### src/hw/rtl/tccw_pkg.sv
// ----------------------------------------------------------------------------
// tccw_pkg: shared definitions for the text console character writer
// Holds the default geometry, character codes, blank cell value, controller
// state encoding and the command and status bundles between the controller
// and the datapath.
// ----------------------------------------------------------------------------
package tccw_pkg;

  // Default screen geometry.
  localparam int unsigned COLUMNS_DEF  = 80;
  localparam int unsigned ROWS_DEF     = 25;
  localparam int unsigned TAB_STOP_DEF = 8;

  // Fixed field widths of the ports.
  localparam int unsigned CHAR_W = 8;
  localparam int unsigned ATTR_W = 8;
  localparam int unsigned CELL_W = 16;
  localparam int unsigned OCOL_W = 7;
  localparam int unsigned OROW_W = 5;
  localparam int unsigned OLOC_W = 11;

  // Operation codes.
  localparam logic OP_PUT   = 1'b0;
  localparam logic OP_CLEAR = 1'b1;

  // Control characters.
  localparam logic [CHAR_W-1:0] CH_BS  = 8'h08;
  localparam logic [CHAR_W-1:0] CH_TAB = 8'h09;
  localparam logic [CHAR_W-1:0] CH_LF  = 8'h0A;
  localparam logic [CHAR_W-1:0] CH_CR  = 8'h0D;

  // A blank cell is a space with bright white on black.
  localparam logic [CELL_W-1:0] BLANK_CELL = 16'h0F20;
  localparam logic [ATTR_W-1:0] ATTR_RESET = 8'h0F;

  typedef enum logic [2:0] {
    ST_INIT,
    ST_IDLE,
    ST_EXEC,
    ST_WALK,
    ST_DONE
  } state_e;

  typedef struct packed {
    logic item_load;
    logic exec;
    logic walk_step;
    logic walk_fill;
    logic out_load;
  } ctl_cmd_t;

  typedef struct packed {
    logic is_clear;
    logic needs_scroll;
    logic walk_last;
  } dp_status_t;

endpackage

### src/hw/rtl/tccw_ctrl.sv
// ----------------------------------------------------------------------------
// tccw_ctrl: sequencing controller
// Runs the reset clearing pass, takes one transaction at a time, starts the
// clear or scroll walks and owns the result valid flag.
// ----------------------------------------------------------------------------
module tccw_ctrl (
  input  logic                 clk_i,
  input  logic                 rst_ni,
  input  logic                 in_valid_i,
  output logic                 in_stall_o,
  output logic                 out_valid_o,
  input  logic                 out_stall_i,
  output tccw_pkg::ctl_cmd_t   cmd_o,
  input  tccw_pkg::dp_status_t status_i
);
  import tccw_pkg::*;

  state_e   state_q, state_d;
  logic     out_valid_q, out_valid_d;
  logic     fill_q, fill_d;
  logic     out_free;
  logic     needs_walk;
  ctl_cmd_t cmd;

  assign out_free   = !out_valid_q || !out_stall_i;
  assign needs_walk = status_i.is_clear || status_i.needs_scroll;

  always_comb begin
    state_d = state_q;
    case (state_q)
      ST_INIT: begin
        if (status_i.walk_last) state_d = ST_IDLE;
      end
      ST_IDLE: begin
        if (in_valid_i) state_d = ST_EXEC;
      end
      ST_EXEC: begin
        if (needs_walk) begin
          state_d = ST_WALK;
        end else if (out_free) begin
          state_d = ST_IDLE;
        end
      end
      ST_WALK: begin
        if (status_i.walk_last) state_d = ST_DONE;
      end
      ST_DONE: begin
        if (out_free) state_d = ST_IDLE;
      end
      default: state_d = ST_INIT;
    endcase
  end

  always_comb begin
    cmd        = '0;
    fill_d     = fill_q;
    in_stall_o = 1'b1;
    case (state_q)
      ST_INIT: begin
        cmd.walk_step = 1'b1;
        cmd.walk_fill = 1'b1;
      end
      ST_IDLE: begin
        in_stall_o     = 1'b0;
        cmd.item_load  = in_valid_i;
      end
      ST_EXEC: begin
        if (needs_walk) begin
          cmd.exec = 1'b1;
          fill_d   = status_i.is_clear;
        end else if (out_free) begin
          cmd.exec     = 1'b1;
          cmd.out_load = 1'b1;
        end
      end
      ST_WALK: begin
        cmd.walk_step = 1'b1;
        cmd.walk_fill = fill_q;
      end
      ST_DONE: begin
        cmd.out_load = out_free;
      end
      default: begin
        cmd = '0;
      end
    endcase
  end

  assign out_valid_d = cmd.out_load ? 1'b1 : (out_valid_q && out_stall_i);
  assign out_valid_o = out_valid_q;
  assign cmd_o       = cmd;

  always_ff @(posedge clk_i or negedge rst_ni) begin
    if (!rst_ni) begin
      state_q     <= ST_INIT;
      out_valid_q <= 1'b0;
      fill_q      <= 1'b1;
    end else begin
      state_q     <= state_d;
      out_valid_q <= out_valid_d;
      fill_q      <= fill_d;
    end
  end

`ifndef ASSERT_OFF
  // A result is only loaded when the output register is free.
  a_load_free: assert property (@(posedge clk_i) disable iff (!rst_ni)
    cmd.out_load |-> (!out_valid_q || !out_stall_i))
    else $error("result loaded over a pending result");

  // The cursor is committed once per item.
  a_exec_once: assert property (@(posedge clk_i) disable iff (!rst_ni)
    cmd.exec |=> !cmd.exec)
    else $error("item executed twice");

  // A walk is only entered for a clear or a scroll.
  a_walk_reason: assert property (@(posedge clk_i) disable iff (!rst_ni)
    (state_q == ST_EXEC && state_d == ST_WALK) |-> needs_walk && cmd.exec)
    else $error("walk started without clear or scroll");
`endif

endmodule

### src/hw/rtl/tccw_datapath.sv
// ----------------------------------------------------------------------------
// tccw_datapath: cursor, attribute register, cell store and result register
// Computes the next cursor position for a held item, writes printable cells
// and carries out the clear and scroll walks over the cell store.
// ----------------------------------------------------------------------------
module tccw_datapath #(
  parameter int unsigned COLUMNS  = tccw_pkg::COLUMNS_DEF,
  parameter int unsigned ROWS     = tccw_pkg::ROWS_DEF,
  parameter int unsigned TAB_STOP = tccw_pkg::TAB_STOP_DEF
) (
  input  logic                          clk_i,
  input  logic                          rst_ni,
  input  tccw_pkg::ctl_cmd_t            cmd_i,
  output tccw_pkg::dp_status_t          status_o,
  input  logic                          cfg_we_i,
  input  logic [tccw_pkg::ATTR_W-1:0]   cfg_data_i,
  input  logic                          op_i,
  input  logic [tccw_pkg::CHAR_W-1:0]   char_code_i,
  output logic [tccw_pkg::OCOL_W-1:0]   cursor_column_o,
  output logic [tccw_pkg::OROW_W-1:0]   cursor_row_out_o,
  output logic [tccw_pkg::OLOC_W-1:0]   cursor_location_o,
  output logic                          scrolled_o
);
  import tccw_pkg::*;

  localparam int unsigned CELLS = COLUMNS * ROWS;
  localparam int unsigned AW    = $clog2(CELLS);
  localparam int unsigned CW    = $clog2(COLUMNS);
  localparam int unsigned RW    = $clog2(ROWS);
  localparam int unsigned PW    = $clog2(TAB_STOP);
  localparam int unsigned CTW   = $clog2(COLUMNS + TAB_STOP);
  localparam int unsigned RTW   = $clog2(ROWS + 1);

  localparam logic [AW-1:0] COLS_A = AW'(COLUMNS);

  // Held item and architectural state.
  logic              item_op_q;
  logic [CHAR_W-1:0] item_char_q;
  logic [ATTR_W-1:0] attr_q;
  logic [CW-1:0]     col_q, col_d;
  logic [RW-1:0]     row_q, row_d;
  logic [PW-1:0]     phase_q, phase_d;
  logic              scroll_q, scroll_d;

  // Walk pipeline.
  logic [AW-1:0]     walk_q;
  logic [AW:0]       src_addr;
  logic              src_ok;
  logic              wr_pend_q;
  logic [AW-1:0]     wr_addr_q;
  logic              wr_blank_q;
  logic [CELL_W-1:0] rd_q;

  logic [CELL_W-1:0] mem [CELLS];

  // Next cursor computation.
  logic              printable;
  logic              put_we;
  logic [AW-1:0]     put_idx;
  logic [CTW-1:0]    col_a;
  logic [RTW-1:0]    row_a;
  logic [PW-1:0]     phase_a;

  // Result sources.
  logic [CW-1:0]     src_col;
  logic [RW-1:0]     src_row;
  logic              src_scroll;
  logic [AW-1:0]     src_loc;

  assign printable = (item_char_q[7:5] != 3'b000) && !item_char_q[7];
  assign put_idx   = AW'(row_q) * COLS_A + AW'(col_q);
  assign put_we    = cmd_i.exec && (item_op_q == OP_PUT) && printable;

  always_comb begin
    col_a   = CTW'(col_q);
    row_a   = RTW'(row_q);
    phase_a = phase_q;
    if (item_char_q == CH_BS) begin
      if (col_q != '0) begin
        col_a   = CTW'(col_q) - CTW'(1);
        phase_a = (phase_q == '0) ? PW'(TAB_STOP - 1) : phase_q - PW'(1);
      end
    end else if (item_char_q == CH_TAB) begin
      col_a   = CTW'(col_q) + CTW'(TAB_STOP) - CTW'(phase_q);
      phase_a = '0;
    end else if (item_char_q == CH_CR) begin
      col_a   = '0;
      phase_a = '0;
    end else if (item_char_q == CH_LF) begin
      col_a   = '0;
      row_a   = RTW'(row_q) + RTW'(1);
      phase_a = '0;
    end else if (printable) begin
      col_a   = CTW'(col_q) + CTW'(1);
      phase_a = (phase_q == PW'(TAB_STOP - 1)) ? '0 : phase_q + PW'(1);
    end

    if (col_a >= CTW'(COLUMNS)) begin
      col_a   = '0;
      row_a   = row_a + RTW'(1);
      phase_a = '0;
    end

    scroll_d = 1'b0;
    if (row_a >= RTW'(ROWS)) begin
      row_a    = RTW'(ROWS - 1);
      scroll_d = 1'b1;
    end

    col_d   = CW'(col_a);
    row_d   = RW'(row_a);
    phase_d = phase_a;

    if (item_op_q == OP_CLEAR) begin
      col_d    = '0;
      row_d    = '0;
      phase_d  = '0;
      scroll_d = 1'b0;
    end
  end

  assign status_o.is_clear     = (item_op_q == OP_CLEAR);
  assign status_o.needs_scroll = scroll_d;
  assign status_o.walk_last    = (walk_q == AW'(CELLS - 1));

  // During a walk the result source is the committed cursor; while an item is
  // being executed it is the freshly computed one.
  assign src_col    = cmd_i.exec ? col_d    : col_q;
  assign src_row    = cmd_i.exec ? row_d    : row_q;
  assign src_scroll = cmd_i.exec ? scroll_d : scroll_q;
  assign src_loc    = AW'(src_row) * COLS_A + AW'(src_col);

  assign src_addr = {1'b0, walk_q} + (AW + 1)'(COLUMNS);
  assign src_ok   = src_addr < (AW + 1)'(CELLS);

  always_ff @(posedge clk_i or negedge rst_ni) begin
    if (!rst_ni) begin
      col_q     <= '0;
      row_q     <= '0;
      phase_q   <= '0;
      attr_q    <= ATTR_RESET;
      walk_q    <= '0;
      wr_pend_q <= 1'b0;
    end else begin
      if (cfg_we_i) attr_q <= cfg_data_i;
      if (cmd_i.exec) begin
        col_q   <= col_d;
        row_q   <= row_d;
        phase_q <= phase_d;
      end
      if (cmd_i.walk_step) begin
        walk_q <= status_o.walk_last ? '0 : walk_q + AW'(1);
      end
      wr_pend_q <= cmd_i.walk_step;
    end
  end

  always_ff @(posedge clk_i) begin
    if (cmd_i.item_load) begin
      item_op_q   <= op_i;
      item_char_q <= char_code_i;
    end
    if (cmd_i.exec) scroll_q <= scroll_d;
    wr_addr_q  <= walk_q;
    wr_blank_q <= cmd_i.walk_fill || !src_ok;
    if (cmd_i.out_load) begin
      cursor_column_o   <= OCOL_W'(src_col);
      cursor_row_out_o  <= OROW_W'(src_row);
      cursor_location_o <= OLOC_W'(src_loc);
      scrolled_o        <= src_scroll;
    end
  end

  // Cell store: one write port shared by the walk and printable writes, one
  // registered read port used by the scroll copy.
  always_ff @(posedge clk_i) begin
    if (cmd_i.walk_step && !cmd_i.walk_fill && src_ok) begin
      rd_q <= mem[src_addr[AW-1:0]];
    end
    if (wr_pend_q) begin
      mem[wr_addr_q] <= wr_blank_q ? BLANK_CELL : rd_q;
    end else if (put_we) begin
      mem[put_idx] <= {attr_q, item_char_q};
    end
  end

`ifndef ASSERT_OFF
  // The stored cursor always lies on the screen.
  a_cursor_range: assert property (@(posedge clk_i) disable iff (!rst_ni)
    (CTW'(col_q) < CTW'(COLUMNS)) && (RTW'(row_q) < RTW'(ROWS)))
    else $error("cursor off screen");

  // A walk write never collides with a printable write.
  a_write_port: assert property (@(posedge clk_i) disable iff (!rst_ni)
    wr_pend_q |-> !put_we)
    else $error("cell store write collision");

  // The walk counter rests at zero between walks.
  a_walk_rest: assert property (@(posedge clk_i) disable iff (!rst_ni)
    !cmd_i.walk_step |-> (walk_q == '0))
    else $error("walk counter not at rest");
`endif

endmodule

### src/hw/rtl/text_console_char_writer.sv
// ----------------------------------------------------------------------------
// text_console_char_writer: text-mode console character engine
// Keeps a screen of character cells and a cursor, interprets put and clear
// transactions and reports the cursor position after each one.
// ----------------------------------------------------------------------------
// Usage:
//   The input channel (in_valid_i / in_stall_o) carries one transaction per
//   op_i / char_code_i pair. The output channel (out_valid_o / out_stall_i)
//   returns exactly one result per transaction: the cursor column, row,
//   linear location and a flag telling whether the screen scrolled.
//   The attribute used for printable characters is written through
//   cfg_we_i / cfg_data_i and should only change while the block is idle.
//   A put that does not scroll is accepted in the idle state; the execute
//   state then commits the cursor, writes a printable cell and loads the
//   result register once that register is free.
//   A clear, or a put that scrolls, walks the whole cell store through its
//   single write port before its result is loaded.
//   After reset the block blanks the store in a clearing pass and stalls
//   input meanwhile.
//   A stalled result waits in the output register; the next transaction is
//   still accepted; its result is loaded once that register frees up.
// ----------------------------------------------------------------------------
module text_console_char_writer #(
  parameter int unsigned COLUMNS  = tccw_pkg::COLUMNS_DEF,
  parameter int unsigned ROWS     = tccw_pkg::ROWS_DEF,
  parameter int unsigned TAB_STOP = tccw_pkg::TAB_STOP_DEF
) (
  input  logic                        clk_i,
  input  logic                        rst_ni,
  input  logic                        cfg_we_i,
  input  logic [tccw_pkg::ATTR_W-1:0] cfg_data_i,
  input  logic                        in_valid_i,
  output logic                        in_stall_o,
  input  logic                        op_i,
  input  logic [tccw_pkg::CHAR_W-1:0] char_code_i,
  output logic                        out_valid_o,
  input  logic                        out_stall_i,
  output logic [tccw_pkg::OCOL_W-1:0] cursor_column_o,
  output logic [tccw_pkg::OROW_W-1:0] cursor_row_out_o,
  output logic [tccw_pkg::OLOC_W-1:0] cursor_location_o,
  output logic                        scrolled_o
);
  import tccw_pkg::*;

  // Command and status bundles between the sequencer and the datapath.
  ctl_cmd_t   cmd;
  dp_status_t status;

  // The controller decides when a transaction is taken, when the cursor is
  // committed, when a walk runs and when the result register is loaded.
  tccw_ctrl u_ctrl (
    .clk_i       (clk_i),
    .rst_ni      (rst_ni),
    .in_valid_i  (in_valid_i),
    .in_stall_o  (in_stall_o),
    .out_valid_o (out_valid_o),
    .out_stall_i (out_stall_i),
    .cmd_o       (cmd),
    .status_i    (status)
  );

  // The datapath holds the cursor, the attribute register, the cell store
  // and the result payload.
  tccw_datapath #(
    .COLUMNS  (COLUMNS),
    .ROWS     (ROWS),
    .TAB_STOP (TAB_STOP)
  ) u_datapath (
    .clk_i             (clk_i),
    .rst_ni            (rst_ni),
    .cmd_i             (cmd),
    .status_o          (status),
    .cfg_we_i          (cfg_we_i),
    .cfg_data_i        (cfg_data_i),
    .op_i              (op_i),
    .char_code_i       (char_code_i),
    .cursor_column_o   (cursor_column_o),
    .cursor_row_out_o  (cursor_row_out_o),
    .cursor_location_o (cursor_location_o),
    .scrolled_o        (scrolled_o)
  );

endmodule

### config.mk
export PLATFORM = sky130hd
export DESIGN_NAME = text_console_char_writer
export DESIGN_NICKNAME = d
export VERILOG_FILES = /design/src/hw/rtl/tccw_pkg.sv /design/src/hw/rtl/tccw_ctrl.sv /design/src/hw/rtl/tccw_datapath.sv /design/src/hw/rtl/text_console_char_writer.sv
export SDC_FILE = /design/constraint.sdc
export NUM_CORES = 1
export LEC_CHECK = 0
export BUFFER_PORTS_ARGS = -buffer_cell sky130_fd_sc_hd__buf_2
export CORE_MARGIN = 2
export CORE_UTILIZATION = 30
export CTS_CLUSTER_DIAMETER = 30
export DETAILED_ROUTE_END_ITERATION = 10
export PLACE_DENSITY = 0.57
export SYNTH_ARGS = -nofsm -noshare
export SYNTH_HDL_FRONTEND = slang
export SYNTH_SLANG_ARGS = --single-unit
### constraint.sdc
create_clock -name clk_i -period 4.9 [get_ports clk_i]
set_input_delay 0.98 -clock clk_i [delete_from_list [all_inputs] [get_ports clk_i]]
set_output_delay 0.98 -clock clk_i [all_outputs]
set_load 0.005 [all_outputs]
Yosys cells after proc, flatten, opt, wreduce, memory -nomap -nowiden. Index checks and enable logic that the tools add are counted.

Flip-flop bits (word level): 65. Bits of input ports: 22. Word-level logic and storage cells: 102.

Add/subtract/negate cells: 10. Multiply operators: 1. Order comparisons: 2. Equal/unequal tests: 14. Mux-type cells: 46. Reduce and logical (&&, ||, !) cells: 15.

Operators by type and width (number): $mux W7 (9); $mux W3 (15); $mux W5 (8); $eq A8 B4 Y1 const B (4); $pmux W3 S5 (1); $reduce_bool A7 Y1 (2); $add A11 B1 Y11 const B (1); $add A11 B7 Y11 (1); $eq A11 B11 Y1 const B (1); $mux W11 (1); $add A5 B1 Y5 const B (2); $mux W1 (10); $add A7 B1 Y7 const B (1); $add A7 B4 Y7 const B (1); $ge A7 B7 Y1 const B (1); $mul A5 B3 Y7 const B (1); $sub A7 B1 Y7 const B (1); $sub A7 B3 Y7 (1); $eq A3 B2 Y1 const B (2); $eq A3 B3 Y1 const B (2); $logic_not A3 Y1 (2); $reduce_and A3 Y1 (2); $ge A5 B5 Y1 const B (1); $ne A2 B1 Y1 const B (2); other kinds (12) (16).

Depth between registers and ports, before layout. Gate-level depths: netlist of the first run.

Word-level depth: 18. Depth in mapped cells: 24. Mapped depth without buffers: 22.

By module. A second synthesis of the first run with hierarchy kept.

Cells, all modules: 424. Area, all modules: 4249.1 µm².

By module, submodules not included: tccw_datapath (times used 1, cells an instance 383, area each 3862.5 µm²); tccw_ctrl (times used 1, cells an instance 41, area each 386.6 µm²).

Least setup slack after synthesis of the first run. No wires, ideal clock.

Path type: reg-to-reg. Start point: reg u_datapath.col_q[0]. End point: reg u_datapath.cursor_location_o[10] (netlist name), data pin. Setup time: 259 ps. Arrival: 4859 ps. Setup slack: -218 ps. Cell stages (with the launch flop): 23. Path buffers: 1. Cell sequence: dfrtp_1 -> inv_1 -> ha_1 -> inv_1 -> ha_1 -> fa_1 -> and2_1 -> or4_1 -> a31oi_1 -> o22ai_2 -> a21o_1 -> buf_6 -> mux2i_4 -> o21ai_2 -> a32o_1 -> ha_1 -> ha_1 -> inv_1 -> fa_1 -> or2_2 -> a211oi_1 -> nor2_1 -> xnor2_1.

Word-level cells in the longest chain between the ends: 17. Elaborated cells between the ends (all ways): 27. Classes of those cells: add/sub (5); mul (1); order compare (2); mux (17); reduce/logical (2).

RTL lines: start: declaration (line tccw_datapath.sv:40) `logic [CW-1:0] col_q, col_d;`; start signal: assignment (line tccw_datapath.sv:147) `col_q <= col_d;`; branches (longest 5 deep; another with $add A7 B4 Y7); $mux W7 (*) (line tccw_datapath.sv:78) `if (item_char_q == CH_BS) begin`; $ge A7 B7 Y1 (*) (line tccw_datapath.sv:98) `if (col_a >= CTW'(COLUMNS)) begin`; $mux W5 (*) (line tccw_datapath.sv:98); $ge A5 B5 Y1 (line tccw_datapath.sv:105) `if (row_a >= RTW'(ROWS)) begin`; $mux W1 (line tccw_datapath.sv:105); $mux W1 (line tccw_datapath.sv:114) `if (item_op_q == OP_CLEAR) begin`; $logic_or A1 B1 Y1 (line tccw_ctrl.sv:26) `assign needs_walk = status_i.is_clear || status_i.needs_scroll;`; $mux W1 (line tccw_ctrl.sv:68) `if (needs_walk) begin`; $mux W1 (line tccw_ctrl.sv:58) `case (state_q)`; $mux W5 (*); net u_datapath.src_row[1] (line tccw_datapath.sv:66) `logic [RW-1:0] src_row;`; $mul A5 B3 Y7 (*) (line tccw_datapath.sv:131) `assign src_loc = AW'(src_row) * COLS_A + AW'(src_col);`; $add A11 B7 Y11 (*) (line tccw_datapath.sv:131); net u_datapath.src_loc[10] (line tccw_datapath.sv:68) `logic [AW-1:0] src_loc;`; end signal: assignment (line tccw_datapath.sv:169) `cursor_location_o <= OLOC_W'(src_loc);`; end: declaration (line tccw_datapath.sv:21) `output logic [tccw_pkg::OLOC_W-1:0] cursor_location_o,`.

Mark *: on every way through the listed nets, which the timed path passes. A chain may end at the register's enable or synchronous reset.

Worst setup path in the final report of the first run.
Start point: reg u_datapath.phase_q[1]. End point: reg u_datapath.cursor_location_o[10] (netlist name), data pin.

Word-level cells in the longest chain between the ends: 14. Elaborated cells between the ends (all ways): 19. Classes of those cells: add/sub (2); mul (1); order compare (2); mux (13); reduce/logical (1).

RTL lines: start: declaration (line tccw_datapath.sv:42) `logic [PW-1:0] phase_q, phase_d;`; start signal: assignment (line tccw_datapath.sv:149) `phase_q <= phase_d;`; $sub A7 B3 Y7 (*) (line tccw_datapath.sv:84) `col_a = CTW'(col_q) + CTW'(TAB_STOP) - CTW'(phase_q);`; $mux W7 (*) (line tccw_datapath.sv:83) `end else if (item_char_q == CH_TAB) begin`; $mux W7 (*) (line tccw_datapath.sv:78); $ge A7 B7 Y1 (*) (line tccw_datapath.sv:98); $mux W5 (*) (line tccw_datapath.sv:98); $ge A5 B5 Y1 (line tccw_datapath.sv:105); $mux W1 (line tccw_datapath.sv:105); $mux W1 (line tccw_datapath.sv:114); $logic_or A1 B1 Y1 (line tccw_ctrl.sv:26); $mux W1 (line tccw_ctrl.sv:68); $mux W1 (line tccw_ctrl.sv:58); $mux W5 (*); net u_datapath.src_row[1] (line tccw_datapath.sv:66); $mul A5 B3 Y7 (*) (line tccw_datapath.sv:131); $add A11 B7 Y11 (*) (line tccw_datapath.sv:131); net u_datapath.src_loc[10] (line tccw_datapath.sv:68).

The timed path passes the listed nets; every way through them passes the cells marked *.

==> results of run 1 <==
per-stage QoR:
step	setup TNS, ns	total power (uW)	cell area (um^2)
floorplan	0	1300	4200
global placement	-0.0915	1540	4890
detailed placement	-0.114	1550	4890
CTS	0	2170	5230
global route	-0.128	2360	5390
finish	0	2200	5390
power breakdown:
group	switching (uW)	leakage, uW	internal, uW
clock network	228	0.000147	370
logic	478	0.00139	379
registers	93.6	0.000682	649
cells in the mapped netlist, drive strengths merged, types with 2 or more instances:
| master | n | area, um^2 |
|---|---|---|
| nor2b | 4 | 25.0 |
| o41ai | 3 | 33.8 |
| clkbuf | 11 | 41.3 |
| fa | 3 | 60.1 |
| ha | 29 | 363 |
| o211ai | 4 | 35.0 |
| o31ai | 6 | 45.0 |
| buf | 9 | 80.1 |
| or4b | 3 | 33.8 |
| nor4 | 5 | 37.5 |
| mux2i | 5 | 62.6 |
| a211o | 3 | 26.3 |
| inv | 22 | 82.6 |
| and2 | 5 | 32.5 |
| o2111ai | 3 | 26.3 |
| o21bai | 2 | 15.0 |
| edfxtp | 29 | 871 |
| xor2 | 13 | 114 |
| nand3 | 20 | 100 |
| nor4b | 2 | 17.5 |
| nand2b | 4 | 25.0 |
| or3 | 4 | 25.0 |
| nand2 | 28 | 105 |
| a32o | 2 | 20.0 |
| a21oi | 19 | 98.9 |
| o2bb2ai | 9 | 78.8 |
| or3b | 2 | 17.5 |
| nor3 | 9 | 50.1 |
| and3 | 6 | 37.5 |
| o21ai | 22 | 114 |
| a211oi | 6 | 50.1 |
| or4 | 5 | 37.5 |
| nor3b | 4 | 40.0 |
| nand4 | 3 | 18.8 |
| dfrtp | 30 | 751 |
| a31oi | 6 | 37.5 |
| xnor2 | 14 | 123 |
| a21o | 5 | 37.5 |
| o22ai | 4 | 31.3 |
| nor2 | 30 | 113 |
| or2 | 3 | 18.8 |
state kept, by name, summed over array words and instances (netlist names), 3 cells and up:
| name | flops |
|---|---|
| u_ctrl.state_q | 3 |
| u_datapath.col_q | 7 |
| u_datapath.cursor_column_o | 3 |
| u_datapath.cursor_location_o | 11 |
| u_datapath.cursor_row_out_o | 5 |
| u_datapath.item_char_q | 8 |
| u_datapath.phase_q | 3 |
| u_datapath.row_q | 5 |
| u_datapath.walk_q | 11 |
cells by family after synthesis:
| kind of cell | after synthesis |
|---|---|
| DFF | 60 |
| muxes | 6 |
| buffers and inverters | 42 |
| and+or+nand+nor | 142 |
| xor gates and xnor gates | 27 |
| AOI/OAI and AO/OA | 108 |
| adders and majority gates | 32 |
metal layers:
| metal | wire length [um] | part of all wire [%] | vias to the layer above | track usage [%] |
|---|---|---|---|---|
| li1 | - | - | 1736 | - |
| met1 | 4660 | 44 | 1742 | 17.8 |
| met2 | 5390 | 51 | 68 | 25.4 |
| met3 | 323 | 3.1 | 13 | 3.14 |
| met4 | 163 | 1.5 | 0 | 5.24 |
| met5 | 0 | 0 | - | 0 |
worst min-delay path by stage:
| stage | startpoint | to | slack [ns] | depth (start not counted) |
|---|---|---|---|---|
| finish | u_datapath.walk_q[8] | u_datapath.walk_q[8] | 0.48 | 1 |
| global route | u_datapath.walk_q[8] | u_datapath.walk_q[8] | 0.50 | 1 |
| CTS | u_datapath.walk_q[8] | u_datapath.walk_q[8] | 0.48 | 1 |
| detailed placement | u_datapath.walk_q[8] | u_datapath.walk_q[8] | 0.47 | 1 |
| global placement | u_datapath.walk_q[8] | u_datapath.walk_q[8] | 0.46 | 1 |
| floorplan | u_datapath.walk_q[8] | u_datapath.walk_q[8] | 0.44 | 1 |
repair_timing:
item / in CTS / in global routing
pin swaps: 10 / 8
endpoints found under the setup margin: 1 / 2
resized for setup: 11 / 18
setup buffers: 1 / 4
cloned: 0 / 0
area by class of cell:
type	instances	area [um^2]	share of cell area [%]
Sequential cell	60	1640	30.5
Multi-Input combinational cell	315	2530	46.9
Clock inverter	6	37.5	0.697
Clock buffer	10	250	4.64
Tap cell	180	225	4.18
Timing Repair Buffer	95	622	11.5
Inverter	22	82.6	1.53
==> summary.txt, run 1 <==
Global routing
  • Vias in the first global route: 3,534
  • Antenna violations before repair: 0
  • Largest net degree at the start of global routing: 31
  • Total track usage: 14.6%
  • GR Overflow Total: 0
  • First-pass GRT wire length: 17,000 um

Job
  • Max cap viols: 0

Timing
  • Crit path setup slack, layout: 0.0545 ns
  • Slew Limit Fails: 0
  • # setup viols final: 0
  • Min Hold Slack: 0.483 ns
  • Final period utilization: 98.9%
  • RSZ-0062 raised after global routing: true
  • Final Hold Vio Count: 0
  • Worst-Margin Slew: 0.940 ns
  • Post-layout min period: 4.85 ns
  • Worst Skew: 0.00659 ns
  • Slew margin rel.: 37.1%
  • Fmax: 206 MHz

Floorplanning
  • Num ports: 48
  • Die width: 122 um
  • Initial Utilization: 30.3%
  • Die Area: 14,800 um^2
  • CORE AREA: 13,700 um^2
  • Num rows: 43
  • Die height: 122 um

Placement
  • Placer Congestion: 0.849
  • Port Buffer Count: 38
  • DP Worst Slack: -0.114 ns
  • HPWL after DPL: 7860 um
  • Placed Cells: 667

Logic synthesis
  • Syn Std Cell Area: 4160 um^2
  • Simple-gate portion of the synthesized area: 18.7%
  • Largest family of logic cells by synthesized area: compound AO/OA/AOI/OAI gates
  • Async S/R FF share, synth: 50.0%
  • Post-Syn Area per Cell: 9.96 um^2
  • Post-synthesis compound-gate area fraction: 19.2%
  • Synthesized instance count: 417
  • Warnings from Yosys: 0
  • Ys flop type: dfrtp_1
  • Share of synthesized cell area in full adder, half adder and majority cells: 10.2%
  • Multiplexer share of the synthesized area: 1.78%
  • Sequential-to-total area share from yosys stat: 39.5%
  • Synth cell types: 77
  • EDFF count, synth: 29
  • Syn nets: 471
  • Flops & latches, synth: 60
  • Post-Synth XOR/XNOR Area: 5.69%

CTS
  • Clk slew on worst S/H paths: 0.06 ns
  • Skew-Pair Late Insertion Delay: 0.33 ns
  • CTS tree: built
  • TritonCTS buffer count: 9
  • CTS H-Tree Depth: 3
  • CTS max path bufs: 2
  • # hold bufs at CTS: 0
  • Clock sink count: 60
  • Root Buffer Master: clkbuf_16

Route
  • Vias post-DR: 3,559
  • Routed WL per cell: 15.3 um
  • Post-route antenna net violation count: 0
  • 1st-iter DRT viols: 177
  • Vias/cell: 5.17
  • Drt drc: 0
  • TritonRoute pass-1 iters: 5
  • Final WL: 10,500 um

Worst setup path
  • CP Max Fanout: 6
  • Required time of the critical path: 4.97 ns
  • Cell depth of the worst setup path: 21
  • Flop2flop setup slack: 0.05 ns
  • Crit path top cell by count: ha_4
  • Top Family by Delay on Critical Path: adder cells
  • Reg2reg end: u_datapath.cursor_location_o[10]
  • WP buf/inv: 2
  • Startpoint types: flop
  • Critical Path Start: u_datapath.phase_q[1]
  • Reg-to-reg critical path startpoint: u_datapath.phase_q[1]
  • Crit path cell chain: inv_2, ha_4, ha_4, fa_2, and2_4, or4_4, a31oi_4, o22ai_2, a21o_4, mux2i_4, o21ai_4, a32o_2, ha_1, ha_4, inv_2, fa_2, or2_4, a21oi_2, a211oi_2, nor2_1, xnor2_1
  • Critical path endpoint category: flop
  • Setup Crit Path Kind: reg -> reg
  • CP max-delay cell: or4_4
  • FF-to-FF path depth: 21
  • Largest stage delay, worst path: 0.43 ns
  • CP endpoint: u_datapath.cursor_location_o[10]
  • Worst Path Arrival: 4.92 ns

Layout
  • # diodes: 0
  • Commonest non-fill, non-tap cell in the layout: buf_4
  • Layout cells sized above 1: 33.1%
  • Commonest non-fill, non-tap cells in the layout: 56 x buf_4, 38 x buf_2, 30 x dfrtp_1, 29 x nor2_1, 29 x edfxtp_1
  • Final Util: 39.3%
  • Final non-filler cell total: 688
  • Area Growth Syn to Fin: 29.7%
  • Filler Cell Count: 1,349
  • Nets@finish: 557

Worst hold path
  • Worst hold path type: reg -> reg

Power and ir drop
  • Leakage: 0.00221 uW
  • Peak supply drop: 0.000180 V
  • Power Density: 408 nW/um^2

Outcome
  • Run status: finished clean
Note: power is estimated with default switching activity, not from simulation.
==> inputs of run 2 (changes only) <==
--- a/config.mk
+++ b/config.mk
@@ -6,11 +6,14 @@
 export NUM_CORES = 1
 export LEC_CHECK = 0
 export BUFFER_PORTS_ARGS = -buffer_cell sky130_fd_sc_hd__buf_2
-export CORE_MARGIN = 2
+export CELL_PAD_IN_SITES_DETAIL_PLACEMENT = 0
+export CELL_PAD_IN_SITES_GLOBAL_PLACEMENT = 1
+export CORE_MARGIN = 5
 export CORE_UTILIZATION = 30
 export CTS_CLUSTER_DIAMETER = 30
 export DETAILED_ROUTE_END_ITERATION = 10
-export PLACE_DENSITY = 0.57
+export PLACE_DENSITY = 0.67
 export SYNTH_ARGS = -nofsm -noshare
 export SYNTH_HDL_FRONTEND = slang
+export SYNTH_HIERARCHICAL = 1
 export SYNTH_SLANG_ARGS = --single-unit
==> summary.txt, run 2 <==
Timing
  • Final Hold Vio Count: 0 (unchanged)
  • Worst-Margin Slew: 0.756 ns (-0.185 ns)
  • RSZ-0062 raised after global routing: true
  • Worst Skew: 0.00803 ns (+0.00144 ns)
  • Slew Limit Fails: 0 (unchanged)
  • Setup TNS: -2.05 ns (-2.05 ns)
  • Slew margin rel.: 49.6% (+13 points)
  • Final period utilization: 118% (+19 points)
  • # setup viols final: 6 (+6)
  • Crit path setup slack, layout: -0.858 ns (-0.912 ns)
  • Post-layout min period: 5.76 ns (+0.912 ns)
  • Fmax: 174 MHz (-16%)

Global routing
  • Antenna violations before repair: 0 (unchanged)
  • Met3 Usage GRT: 3.42% (+0.28 points)
  • Vias in the first global route: 3,831 (+8.4%)
  • Total track usage: 14.3% (-0.25 points)
  • GR Overflow Total: 0 (unchanged)
  • Met1 global-route usage: 16.0% (-1.8 points)
  • Met2 Use GR: 25.7% (+0.36 points)
  • First-pass GRT wire length: 18,400 um (+8.3%)
  • Gr busiest metal: met2
  • Largest net degree at the start of global routing: 31 (unchanged)

Logic synthesis
  • Warnings from Yosys: 6 (+6)
  • Synthesized instance count: 419 (+0.48%)
  • Syn Std Cell Area: 4200 um^2 (+1.1%)
  • Post-Syn Area per Cell: 10.0 um^2 (+0.60%)
  • Syn nets: 472 (+0.21%)

Power and ir drop
  • NetSw: 234 uW (-71%)
  • Switching share of power: 18.7% (-18 points)
  • Clk pwr share: 57.2% (+30 points)
  • Leakage: 0.00240 uW (+8.2%)
  • Seq pwr share: 41.9% (+8.1 points)
  • Power Density: 214 nW/um^2 (-48%)
  • Pint: 1020 uW (-27%)
  • Gate power share: 0.8% (-38 points)
  • Peak supply drop: 0.000183 V (+1.9%)

Placement
  • Port Buffer Count: 38 (unchanged)
  • HPWL after DPL: 8880 um (+13%)
  • Placer Congestion: 0.879 (+3.6%)

Layout
  • Layout cells sized above 1: 38.7% (+5.6 points)
  • # diodes: 0 (unchanged)
  • Area Growth Syn to Fin: 39.8%
  • Largest Register: u_datapath/walk_q
  • Commonest non-fill, non-tap cell in the layout: buf_4
  • Final Util: 42.5% (+3.2 points)
  • Max reg flops: 11
  • Nets@finish: 612 (+9.9%)
  • Top flop regs: u_datapath/walk_q (11), u_datapath/item_char_q (8)
  • Commonest non-fill, non-tap cells in the layout: 108 x buf_4, 38 x buf_2, 31 x nand2_1, 30 x dfrtp_1, 29 x edfxtp_1

Route
  • Drt drc: 0 (unchanged)
  • 1st-iter DRT viols: 190 (+7.3%)
  • Vias post-DR: 3,789 (+6.5%)
  • TritonRoute pass-1 iters: 6 (+1)
  • Post-route antenna net violation count: 0 (unchanged)
  • Final WL: 11,300 um (+7.7%)
  • Vias/cell: 5.09 (-1.6%)
  • Routed WL per cell: 15.3 um (-0.41%)

CTS
  • CTS H-Tree Depth: 3 (unchanged)
  • TritonCTS buffer count: 9 (unchanged)
  • Clk slew on worst S/H paths: 0.06 ns (about the same)
  • Skew-Pair Late Insertion Delay: 0.34 ns (about the same)
  • Clock sink count: 60 (unchanged)
  • CTS tree: built
  • CTS max path bufs: 2 (unchanged)
  • Root Buffer Master: clkbuf_16

Worst setup path
  • CP max-delay cell: fa_1
  • Flop2flop setup slack: -0.86 ns (-0.91 ns)
  • Startpoint types: flop
  • Critical path endpoint category: flop
  • Cell depth of the worst setup path: 30 (+43%)
  • CP Max Fanout: 3 (-3)
  • Worst Path Arrival: 5.84 ns (+0.92 ns)
  • Critical Path Start: u_datapath/item_char_q[0]
  • Top Family by Delay on Critical Path: simple AND/OR/NAND/NOR gates
  • Required time of the critical path: 4.99 ns (+0.02 ns)
  • Reg2reg end: u_datapath/cursor_location_o[10]
  • WP buf/inv: 3 (+1)
  • CP endpoint: u_datapath/cursor_location_o[10]
  • Setup Crit Path Kind: reg -> reg
  • Largest stage delay, worst path: 0.47 ns (+0.04 ns)
  • Crit path top cell by count: ha_4
  • Reg-to-reg critical path startpoint: u_datapath/item_char_q[0]
  • FF-to-FF path depth: 30 (+43%)

Floorplanning
  • Num ports: 48 (unchanged)
  • CORE AREA: 13,800 um^2 (+0.78%)
  • Die height: 128 um (+5.5%)
  • Initial Utilization: 30.4% (+0.090 points)
  • Die width: 128 um (+5.5%)
  • Die Area: 16,500 um^2 (+11%)
  • Num rows: 43 (unchanged)

Worst hold path
  • Worst hold path type: reg -> reg
  • Hold_sp: u_datapath/scroll_q

Job
  • Max cap viols: 0 (unchanged)

Outcome
  • Failing checks: setup timing
  • Run status: finished with violations
## run 2: metrics by stage
| step | hold WS [ns] | cells | power [uW] | setup slack, ns | area, um^2 |
|---|---|---|---|---|---|
| floorplan | 0.429 | 419 | 536 | -1.05 | 4350 |
| global placement | 0.439 | 722 | 547 | -0.846 | 5420 |
| detailed placement | 0.465 | 722 | 547 | -0.920 | 5420 |
| CTS | 0.467 | 745 | 1280 | -0.828 | 5860 |
| global route | 0.506 | 744 | 1300 | -1.12 | 5870 |
| finish | 0.464 | 744 | 1260 | -0.858 | 5870 |
## run 2: area by class of cell
| cell class | instances | area (um^2) |
|---|---|---|
| Fill cell | 1351 | 7960 |
| Inverter | 23 | 91.3 |
| Multi-Input combinational cell | 316 | 2550 |
| Sequential cell | 60 | 1640 |
| Clock inverter | 6 | 103 |
| Timing Repair Buffer | 149 | 1030 |
| Clock buffer | 10 | 229 |
| Tap cell | 180 | 225 |
## run 2: how the worst min path moves through the flow
stage                                     end  cells after the start
after floorplan           u_datapath/scroll_q                      1
after global placement    u_datapath/scroll_q                      1
after detailed placement  u_datapath/scroll_q                      1
after CTS                 u_datapath/scroll_q                      1
after global routing      u_datapath/scroll_q                      1
final                     u_datapath/scroll_q                      1
## run 2: timing repair
| action | 4_1_cts | 5_1_grt |
|---|---|---|
| endpoints found under the setup margin | 6 | 6 |
| pin swaps | 22 | 13 |
| setup buffers | 7 | 2 |
| gates resized for setup | 11 | 7 |
| hold buffers | 0 | 0 |
## run 2: power groups by stage
stage | Combinational [uW] | Clock (uW) | Sequential (uW)
2_1_floorplan | 0.392 | 0 | 536
3_3_place_gp | 11.2 | 0 | 536
3_5_place_dp | 11.7 | 0 | 536
4_1_cts | 11.7 | 743 | 526
5_1_grt | 12.7 | 766 | 526
6_report | 10.6 | 719 | 526
## run 2: worst register-to-register path, delay by kind of cell (launching register included)
family / cells / cell delay (ns)
AO/OA/AOI/OAI: 10 / 1.47
XOR/XNOR: 1 / 0.14
adder cells (fa/ha/maj): 4 / 0.95
buffers and inverters: 3 / 0.22
flip-flops: 1 / 0.43
multiplexers: 1 / 0.33
AND/OR/NAND/NOR: 11 / 1.95
## run 2: metal layers
metal / vias to the layer above / share of wire [%]
li1: 1846 / -
met1: 1837 / 41
met2: 82 / 52
met3: 24 / 4.1
met4: 0 / 2.7
met5: - / 0
